### src/rtl/core/rxyp_pkg.sv
package rxyp_pkg;

  typedef enum logic [2:0] {
    PH_IDLE   = 3'd0,
    PH_QUOTE  = 3'd1,
    PH_KEY    = 3'd2,
    PH_CLOSE  = 3'd3,
    PH_SIGN   = 3'd4,
    PH_DIGITS = 3'd5,
    PH_DONE   = 3'd6
  } phase_e;

  typedef enum logic [1:0] {
    BR_WAIT = 2'd0,
    BR_OK   = 2'd1,
    BR_BAD  = 2'd2
  } brace_e;

  typedef enum logic [1:0] {
    CMD_TICK  = 2'd0,
    CMD_CHAR  = 2'd1,
    CMD_EOL   = 2'd2,
    CMD_OVER  = 2'd3
  } cmd_e;

  localparam logic [19:0] AccCap   = 20'd1000001;
  localparam logic [19:0] AccLimit = 20'd1000000;
  localparam logic [0:0]  OpTick   = 1'b1;
  localparam int unsigned CfgAddrW = 3;
  localparam logic [CfgAddrW-1:0] RegTimeout = '0;
  localparam logic [15:0] TimeoutReset = 16'd500;

  // classified item handed from front to back
  typedef struct packed {
    cmd_e       cmd;
    logic [7:0] ch;
  } cmd_t;

  typedef struct packed {
    logic signed [7:0] x_value;
    logic signed [7:0] y_value;
    logic              link_online;
    logic              frame_accepted;
    logic              frame_rejected;
    logic [31:0]       frame_total;
    logic [31:0]       error_total;
  } result_t;

  function automatic logic is_blank(input logic [7:0] c);
    return (c == 8'h20) || (c == 8'h09);
  endfunction

  function automatic logic is_digit(input logic [7:0] c);
    return (c >= 8'h30) && (c <= 8'h39);
  endfunction

endpackage

### src/rtl/core/rxyp_key_match.sv
module rxyp_key_match (
  input  logic             clk_i,
  input  logic             rst_ni,
  input  logic             step_i,
  input  logic             clear_i,
  input  logic [7:0]       ch_i,
  input  logic [7:0]       key_i,
  output logic             found_o,
  output logic             neg_o,
  output logic [19:0]      acc_o
);
  import rxyp_pkg::*;

  phase_e      ph_q, ph_d;
  logic        neg_q, neg_d;
  logic [19:0] acc_q, acc_d;
  logic [23:0] prod;
  logic        dig;
  logic        accum;
  logic        quote;

  always_comb begin
    dig   = is_digit(ch_i);
    quote = (ch_i == 8'h22);
    prod  = {1'b0, acc_q, 3'b000} + {3'b000, acc_q, 1'b0} + {20'd0, 4'(ch_i - 8'h30)};
    ph_d  = ph_q;
    neg_d = neg_q;
    acc_d = acc_q;
    accum = 1'b0;
    unique case (ph_q)
      PH_IDLE:  ph_d = quote ? PH_QUOTE : PH_IDLE;
      PH_QUOTE: ph_d = (ch_i == key_i) ? PH_KEY : (quote ? PH_QUOTE : PH_IDLE);
      PH_KEY:   ph_d = quote ? PH_CLOSE : PH_IDLE;
      PH_CLOSE: begin
        if (!is_blank(ch_i)) begin
          ph_d = (ch_i == 8'h3a) ? PH_SIGN : (quote ? PH_QUOTE : PH_IDLE);
        end
      end
      PH_SIGN: begin
        if (!is_blank(ch_i)) begin
          if (ch_i == 8'h2b || ch_i == 8'h2d) begin
            neg_d = (ch_i == 8'h2d);
            ph_d  = PH_DIGITS;
          end else if (!dig) begin
            ph_d = PH_DONE;
          end else begin
            ph_d  = PH_DIGITS;
            accum = 1'b1;
          end
        end
      end
      PH_DIGITS: begin
        if (!dig) ph_d = PH_DONE;
        else accum = 1'b1;
      end
      default: ph_d = PH_DONE;
    endcase
    if (accum) begin
      if (prod > {4'd0, AccLimit}) begin
        acc_d = AccCap;
        ph_d  = PH_DONE;
      end else begin
        acc_d = prod[19:0];
      end
    end
  end

  always_ff @(posedge clk_i or negedge rst_ni) begin
    if (!rst_ni) begin
      ph_q  <= PH_IDLE;
      neg_q <= 1'b0;
      acc_q <= '0;
    end else if (clear_i) begin
      ph_q  <= PH_IDLE;
      neg_q <= 1'b0;
      acc_q <= '0;
    end else if (step_i) begin
      ph_q  <= ph_d;
      neg_q <= neg_d;
      acc_q <= acc_d;
    end
  end

  assign found_o = (ph_q >= PH_SIGN);
  assign neg_o   = neg_q;
  assign acc_o   = acc_q;

endmodule

### src/rtl/core/rxyp_front.sv
module rxyp_front #(
  parameter int unsigned LineMax = 128
) (
  input  logic          clk_i,
  input  logic          rst_ni,
  input  logic          in_valid_i,
  output logic          in_stall_o,
  input  logic          operation_i,
  input  logic [7:0]    byte_value_i,
  output logic          cmd_valid_o,
  input  logic          cmd_stall_i,
  output rxyp_pkg::cmd_t cmd_o
);
  import rxyp_pkg::*;

  localparam int unsigned LenW = $clog2(LineMax);
  localparam logic [LenW-1:0] LenMax = LenW'(LineMax - 1);

  logic [LenW-1:0] len_q, len_d;
  logic            vld_q;
  cmd_t            cmd_q, cmd_d;
  logic            take;

  assign in_stall_o = vld_q && cmd_stall_i;
  assign take       = in_valid_i && !in_stall_o;

  // line length is tracked here so overflow is known before the back end
  always_comb begin
    len_d = len_q;
    cmd_d.ch = byte_value_i;
    if (operation_i == OpTick) begin
      cmd_d.cmd = CMD_TICK;
    end else if (byte_value_i == 8'h0a || byte_value_i == 8'h0d) begin
      cmd_d.cmd = CMD_EOL;
      len_d     = '0;
    end else if (len_q < LenMax) begin
      cmd_d.cmd = CMD_CHAR;
      len_d     = len_q + 1'b1;
    end else begin
      cmd_d.cmd = CMD_OVER;
      len_d     = '0;
    end
  end

  always_ff @(posedge clk_i or negedge rst_ni) begin
    if (!rst_ni) begin
      len_q <= '0;
      vld_q <= 1'b0;
    end else begin
      if (take) begin
        len_q <= len_d;
        vld_q <= 1'b1;
      end else if (!cmd_stall_i) begin
        vld_q <= 1'b0;
      end
    end
  end

  always_ff @(posedge clk_i) begin
    if (take) cmd_q <= cmd_d;
  end

  assign cmd_valid_o = vld_q;
  assign cmd_o       = cmd_q;

endmodule

### src/rtl/core/rxyp_back.sv
module rxyp_back (
  input  logic             clk_i,
  input  logic             rst_ni,
  input  logic [15:0]      timeout_i,
  input  logic             cmd_valid_i,
  output logic             cmd_stall_o,
  input  rxyp_pkg::cmd_t   cmd_i,
  output logic             out_valid_o,
  input  logic             out_stall_i,
  output rxyp_pkg::result_t res_o
);
  import rxyp_pkg::*;

  brace_e      brace_q, brace_d;
  logic        ended_q;
  logic        has_len_q;
  logic signed [7:0] hx_q, hy_q, cx, cy;
  logic        online_q;
  logic [31:0] elapsed_q, elapsed_inc;
  logic [31:0] frames_q, errors_q;
  logic        ovld_q;
  result_t     res_q;
  logic        go, eol, chr, over, ended_now, step, clr, good;
  logic        xf, yf, xn, yn;
  logic [19:0] xa, ya;
  logic        acc_hit, rej_hit;

  assign cmd_stall_o = ovld_q && out_stall_i;
  assign go          = cmd_valid_i && !cmd_stall_o;
  assign eol         = go && cmd_i.cmd == CMD_EOL;
  assign chr         = go && cmd_i.cmd == CMD_CHAR;
  assign over        = go && cmd_i.cmd == CMD_OVER;
  assign ended_now   = ended_q || (cmd_i.ch == 8'h00);
  assign step        = chr && !ended_now;
  assign clr         = over || (eol && has_len_q);
  assign good        = (brace_q == BR_OK) && xf && yf;
  assign acc_hit     = eol && has_len_q && good;
  assign rej_hit     = over || (eol && has_len_q && !good);

  rxyp_key_match u_x (
    .clk_i, .rst_ni, .step_i(step), .clear_i(clr), .ch_i(cmd_i.ch),
    .key_i(8'h78), .found_o(xf), .neg_o(xn), .acc_o(xa)
  );
  rxyp_key_match u_y (
    .clk_i, .rst_ni, .step_i(step), .clear_i(clr), .ch_i(cmd_i.ch),
    .key_i(8'h79), .found_o(yf), .neg_o(yn), .acc_o(ya)
  );

  function automatic logic signed [7:0] clamp(input logic n, input logic [19:0] a);
    logic [7:0] m;
    m = (a > 20'd100) ? 8'd100 : a[7:0];
    return n ? -$signed(m) : $signed(m);
  endfunction

  always_comb begin
    cx = clamp(xn, xa);
    cy = clamp(yn, ya);
    elapsed_inc = (elapsed_q == '1) ? elapsed_q : elapsed_q + 32'd1;
    brace_d = brace_q;
    if (brace_q == BR_WAIT) begin
      if (ended_now) brace_d = BR_BAD;
      else if (!is_blank(cmd_i.ch)) brace_d = (cmd_i.ch == 8'h7b) ? BR_OK : BR_BAD;
    end
  end

  always_ff @(posedge clk_i or negedge rst_ni) begin
    if (!rst_ni) begin
      brace_q   <= BR_WAIT;
      ended_q   <= 1'b0;
      has_len_q <= 1'b0;
      hx_q      <= '0;
      hy_q      <= '0;
      online_q  <= 1'b0;
      elapsed_q <= '0;
      frames_q  <= '0;
      errors_q  <= '0;
      ovld_q    <= 1'b0;
    end else begin
      if (go) begin
        ovld_q <= 1'b1;
        if (cmd_i.cmd == CMD_TICK) begin
          elapsed_q <= elapsed_inc;
          if (elapsed_inc > {16'd0, timeout_i}) online_q <= 1'b0;
        end
        if (chr) begin
          has_len_q <= 1'b1;
          ended_q   <= ended_now;
          brace_q   <= brace_d;
        end
        if (clr) begin
          has_len_q <= 1'b0;
          ended_q   <= 1'b0;
          brace_q   <= BR_WAIT;
        end
        if (acc_hit) begin
          hx_q      <= cx;
          hy_q      <= cy;
          elapsed_q <= '0;
          frames_q  <= frames_q + 32'd1;
          online_q  <= 1'b1;
        end
        if (rej_hit) errors_q <= errors_q + 32'd1;
      end else if (!out_stall_i) begin
        ovld_q <= 1'b0;
      end
    end
  end

  always_ff @(posedge clk_i) begin
    if (go) begin
      res_q.x_value        <= acc_hit ? cx : hx_q;
      res_q.y_value        <= acc_hit ? cy : hy_q;
      res_q.link_online    <= acc_hit ? 1'b1 :
          ((cmd_i.cmd == CMD_TICK && elapsed_inc > {16'd0, timeout_i}) ? 1'b0 : online_q);
      res_q.frame_accepted <= acc_hit;
      res_q.frame_rejected <= rej_hit;
      res_q.frame_total    <= acc_hit ? frames_q + 32'd1 : frames_q;
      res_q.error_total    <= rej_hit ? errors_q + 32'd1 : errors_q;
    end
  end

  assign out_valid_o = ovld_q;
  assign res_o       = res_q;

endmodule

### src/rtl/core/remote_xy_line_parser.sv
// Streaming parser for remote-control text lines. Each transaction is either a
// received byte or a 1 ms tick and gives exactly one result transaction. The
// block takes one item per clock unless stalled; a front stage classifies the
// item and tracks line length, a back stage runs both key matchers and the
// counters; each stage ends in a one-entry register. A line is valid when its
// first non-blank character is an open brace and it holds "x" and "y" keys,
// each followed by a colon; signed decimals clamp to -100..100. link_timeout_ms
// lies at address 0 and should be written only while the block is idle.
module remote_xy_line_parser #(
  parameter int unsigned LineMax = 128
) (
  input  logic              clk_i,
  input  logic              rst_ni,
  input  logic              in_valid_i,
  output logic              in_stall_o,
  input  logic              operation_i,
  input  logic [7:0]        byte_value_i,
  output logic              out_valid_o,
  input  logic              out_stall_i,
  output logic signed [7:0] x_value_o,
  output logic signed [7:0] y_value_o,
  output logic              link_online_o,
  output logic              frame_accepted_o,
  output logic              frame_rejected_o,
  output logic [31:0]       frame_total_o,
  output logic [31:0]       error_total_o,
  input  logic              psel,
  input  logic              penable,
  input  logic              pwrite,
  input  logic [rxyp_pkg::CfgAddrW-1:0] paddr,
  input  logic [31:0]       pwdata,
  output logic [31:0]       prdata,
  output logic              pready
);
  import rxyp_pkg::*;

  logic [15:0] timeout_q;
  logic        cmd_valid, cmd_stall;
  cmd_t        cmd;
  result_t     res;

  assign pready = 1'b1;
  assign prdata = (paddr == RegTimeout) ? {16'd0, timeout_q} : 32'd0;

  always_ff @(posedge clk_i or negedge rst_ni) begin
    if (!rst_ni) begin
      timeout_q <= TimeoutReset;
    end else if (psel && penable && pwrite && paddr == RegTimeout) begin
      timeout_q <= pwdata[15:0];
    end
  end

  rxyp_front #(.LineMax(LineMax)) u_front (
    .clk_i, .rst_ni, .in_valid_i, .in_stall_o, .operation_i, .byte_value_i,
    .cmd_valid_o(cmd_valid), .cmd_stall_i(cmd_stall), .cmd_o(cmd)
  );

  rxyp_back u_back (
    .clk_i, .rst_ni, .timeout_i(timeout_q), .cmd_valid_i(cmd_valid),
    .cmd_stall_o(cmd_stall), .cmd_i(cmd), .out_valid_o, .out_stall_i, .res_o(res)
  );

  assign x_value_o        = res.x_value;
  assign y_value_o        = res.y_value;
  assign link_online_o    = res.link_online;
  assign frame_accepted_o = res.frame_accepted;
  assign frame_rejected_o = res.frame_rejected;
  assign frame_total_o    = res.frame_total;
  assign error_total_o    = res.error_total;

endmodule

### config.mk
export PLATFORM = sky130hd
export DESIGN_NAME = remote_xy_line_parser
export DESIGN_NICKNAME = d
export VERILOG_FILES = /design/src/rtl/core/rxyp_pkg.sv /design/src/rtl/core/rxyp_key_match.sv /design/src/rtl/core/rxyp_front.sv /design/src/rtl/core/rxyp_back.sv /design/src/rtl/core/remote_xy_line_parser.sv
export SDC_FILE = /design/constraint.sdc
export NUM_CORES = 1
export LEC_CHECK = 0
export BUFFER_PORTS_ARGS = -buffer_cell sky130_fd_sc_hd__buf_2
export CAP_MARGIN = 0
export CELL_PAD_IN_SITES_DETAIL_PLACEMENT = 2
export CELL_PAD_IN_SITES_GLOBAL_PLACEMENT = 2
export CORE_ASPECT_RATIO = 2
export CORE_MARGIN = 2
export CORE_UTILIZATION = 38
export DETAILED_ROUTE_END_ITERATION = 16
export GPL_TIMING_DRIVEN = 0
export PLACE_DENSITY = 0.89
export SETUP_SLACK_MARGIN = 0.02
export SYNTH_ARGS = -nofsm -noshare
export SYNTH_HDL_FRONTEND = slang
export SYNTH_HIERARCHICAL = 1
export SYNTH_SLANG_ARGS = --single-unit
### constraint.sdc
create_clock -name clk_i -period 5.9 [get_ports clk_i]
set_input_delay 1.475 -clock clk_i [delete_from_list [all_inputs] [get_ports clk_i]]
set_output_delay 1.475 -clock clk_i [all_outputs]
set_load 0.005 [all_outputs]
==> impl_metrics.csv <==
group,metric,value,unit
cts,cts_tree,"built",
worst_hold_path,min_path_type,"flop to flop",
global_routing,grt_start_max_net_pins,113,
die,io_pins,169,
final_layout,final_common_cell,"dfrtp_1",
final_layout,syn_to_final_growth,14.6,%
worst_setup_path,crit_arrival,5.55,ns
route,viasPerCell,5.81,
route,drt-initial-drc-count,435,
logic_synthesis,yosys_warnings,6,
power,powerDensity,239,nW/um^2
route,vias,14600,
final_layout,diodes,0,
power,seq_power_share,47.9,%
route,drt_drc_violations_left,0,
die,die_x,155,um
placed_design,place_inst,2453,
cts,hold_buffers,0,
route,wl_per_cell,23.7,um
sta,worst_pin_slew,1.16,ns
cts,insertion_delay,0.59,ns
die,start_util,38.6,%
sta,fmax,197,MHz
sta,relSlewSlack,22.3,%
sta,finalHoldViolCount,0,
worst_setup_path,ff2ff_path_depth,13,
worst_setup_path,crit_fanout,10,
global_routing,grt_pass1_wl,94200,um
route,ant_nets,0,
route,wirelength,59400,um
final_layout,layout.nets,2078,
cts,numClockSinks,283,
global_routing,grt_use_total,25.0,%
final_layout,drive_gt1_share,15.7,%
logic_synthesis,synth.top_cell.area_share,26.5,%
power,p_int,0.00348,W
logic_synthesis,synthesis.area,17400,um^2
worst_setup_path,startpoint_type,"flop",
logic_synthesis,ys_seq_area_share,43.5,%
power,p_leak,9.14,nW
route,first_pass_iters,6,
cts,post-cts-setup-buffer-count,0,
worst_setup_path,path_class,"flop to flop",
power,irDropWorstVdd,0.264,mV
placed_design,placed_area,18900,um^2
logic_synthesis,ys_seq_elements,283,
die,die_area,47500,um^2
final_layout,fin_area,19900,um^2
logic_synthesis,yosys.area.top_type,"dfrtp_1",
logic_synthesis,synth_edf_count,93,
final_layout,final_util,44.2,%
final_layout,finalNonFillerCells,2505,
cts,h-tree-depth,1,
worst_setup_path,required,6.36,ns
die,core_area,45000,um^2
power,p_clk_share,40.7,%
power,netSwitchingFraction,26.9,%
logic_synthesis,netlist_instances,1727,
sta,holdWs,0.472,ns
placed_design,hpwl,43800,um
status,status,"finished clean",
cts,cts.path.max_buffers,3,
sta,setup_viol,0,
logic_synthesis,async_flop_share,67.1,%
global_routing,antenna_found_initial,1,
sta,finalCriticalPeriod,5.08,ns
global_routing,grt_pass1_vias,17100,
cts,cts-resized-gates,0,
logic_synthesis,synth_cell_types,110,
logic_synthesis,avgSynthCellArea,10.0,um^2
sta,final.period_utilization,86.2,%
sta,slew_viol_final,0,
worst_hold_path,hold_depth,2,
logic_synthesis,synth-main-ff-cell,"dfrtp_1",
final_layout,fillCellCount,4782,
worst_setup_path,end_kind,"flop",
sta,fin_setup_tns,0,ns
power,combPwrFrac,11.4,%
global_routing,grt-ovfl-total,0,
die,rows,110,
placed_design,gp_congestion,0.895,
cts,root_buffer,"clkbuf_16",
run,drv_cap,0,
logic_synthesis,synth.area.top_cells,"dfrtp_1 (27%), edfxtp_1 (16%), ha_1 (7.2%), xnor2_1 (6.3%), nand2_1 (3.9%)",
cts,path_clk_slew,0.06,ns
sta,rsz0062_at_grt,"false",
final_layout,most-common-layout-cells,"dfrtp_1 (184), nand2_1 (178), buf_2 (142)",
die,die_y,306,um
power,switchingPower,0.00128,W
placed_design,numPortBuffers,135,
sta,skew,0.0180,ns
cts,cts_made_buffers,28,
metal layers:
metal	share of wire [%]	global-route usage (%)	vias to the layer above
li1	-	-	6624
met1	34	23.7	7398
met2	57	50.6	335
met3	2.8	2.63	191
met4	6.0	13.8	2
met5	0.022	0	-
layout make-up:
class                      count  area, um^2  share of cell area [%]
clock inverter                14         195                   0.982
multi-input combinational   1329        9220                    46.4
buffer                        85         477                    2.40
sequential                   283        7550                    38.0
inverter                      59         224                    1.13
clock buffer                  38         778                    3.92
tap                          560         701                    3.52
timing repair buffer         137         733                    3.69
flip-flops by register name, summed over array words and instances, names as in the netlist, 7 cells and up:
register / cells
u_back/errors_q: 32
u_front/len_q: 7
timeout_q: 16
u_back/frames_q: 32
u_back/u_x/acc_o: 20
u_back/hy_q: 8
u_front/cmd_o: 10
u_back/res_o: 83
u_back/elapsed_q: 32
u_back/u_y/acc_o: 20
u_back/hx_q: 8
cells by family after synthesis:
| kind of cell | after synthesis | synth area share (%) |
|---|---|---|
| simple gates | 590 | 17.8 |
| compound gates | 382 | 15.5 |
| flops | 283 | 43.5 |
| xor+xnor | 193 | 9.74 |
| buf+inv | 144 | 4.02 |
| fa+ha+maj | 104 | 7.67 |
| mux | 27 | 1.73 |
| other cells | 4 | 0.0865 |
cells in the mapped netlist, types with 8 or more instances:
library cell,number
nor4_1,22
a21oi_1,70
o31ai_1,14
and2_1,26
nor2_1,116
or3_1,12
dfrtp_1,184
a21o_1,19
and3_1,20
mux2_1,12
buf_4,23
a22o_1,11
xnor2_1,124
nor3_1,33
nand4_1,46
xor2_1,69
o21a_1,14
and4_1,8
inv_1,58
buf_2,8
ha_1,100
a31oi_1,18
nor2b_1,14
edfxtp_1,93
mux2_2,12
nand3_1,46
o21ai_0,97
a211oi_1,9
nand2_1,178
clkbuf_1,42
o211ai_1,10
worst max-delay path, stage by stage, from the launching register on:
cell and delay, ns:
edfxtp_1 0.55, clkbuf_1 0.33, inv_1 0.11, fa_1 0.55, fa_1 0.50, nor2b_1 0.31
o2111ai_1 0.19, a21boi_0 0.50, o21ai_0 0.27, xor2_1 0.22, or4b_4 0.56, a211oi_4 0.45
nor3_4 0.16, a22o_1 0.26
per-stage QoR:
step / total power [W] / setup slack (ns)
4_1_cts: 0.00481 / 0.800
6_report: 0.00476 / 0.815
2_1_floorplan: 0.00259 / 1.20
3_3_place_gp: 0.00278 / -0.399
5_1_grt: 0.00494 / 0.468
3_5_place_dp: 0.00285 / 0.247
path summary, 6_finish.rpt:
path / start / to / slack, ns
worst min-delay path: u_back/hx_q[7] / u_back/hx_q[7] / 0.47
worst min register to register: u_back/hx_q[7] / u_back/hx_q[7] / 0.47
worst max-delay path: u_front/cmd_o[3] / u_back/u_y/acc_o[10] / 0.82
min in group asynchronous: rst_ni / u_back/errors_q[21] / 0.86
max in group asynchronous: rst_ni / u_back/elapsed_q[5] / 3.93
worst max register to register: u_front/cmd_o[3] / u_back/u_y/acc_o[10] / 0.82
power by group through the flow:
stage | Sequential [W] | Clock (W) | Combinational [W]
final | 0.00228 | 0.00194 | 0.000540
after global routing | 0.00230 | 0.00205 | 0.000599
after CTS | 0.00228 | 0.00198 | 0.000549
after detailed placement | 0.00232 | 0 | 0.000536
after global placement | 0.00230 | 0 | 0.000479
after floorplan | 0.00228 | 0 | 0.000305
No activity file was read; power rests on OpenSTA's default activity.
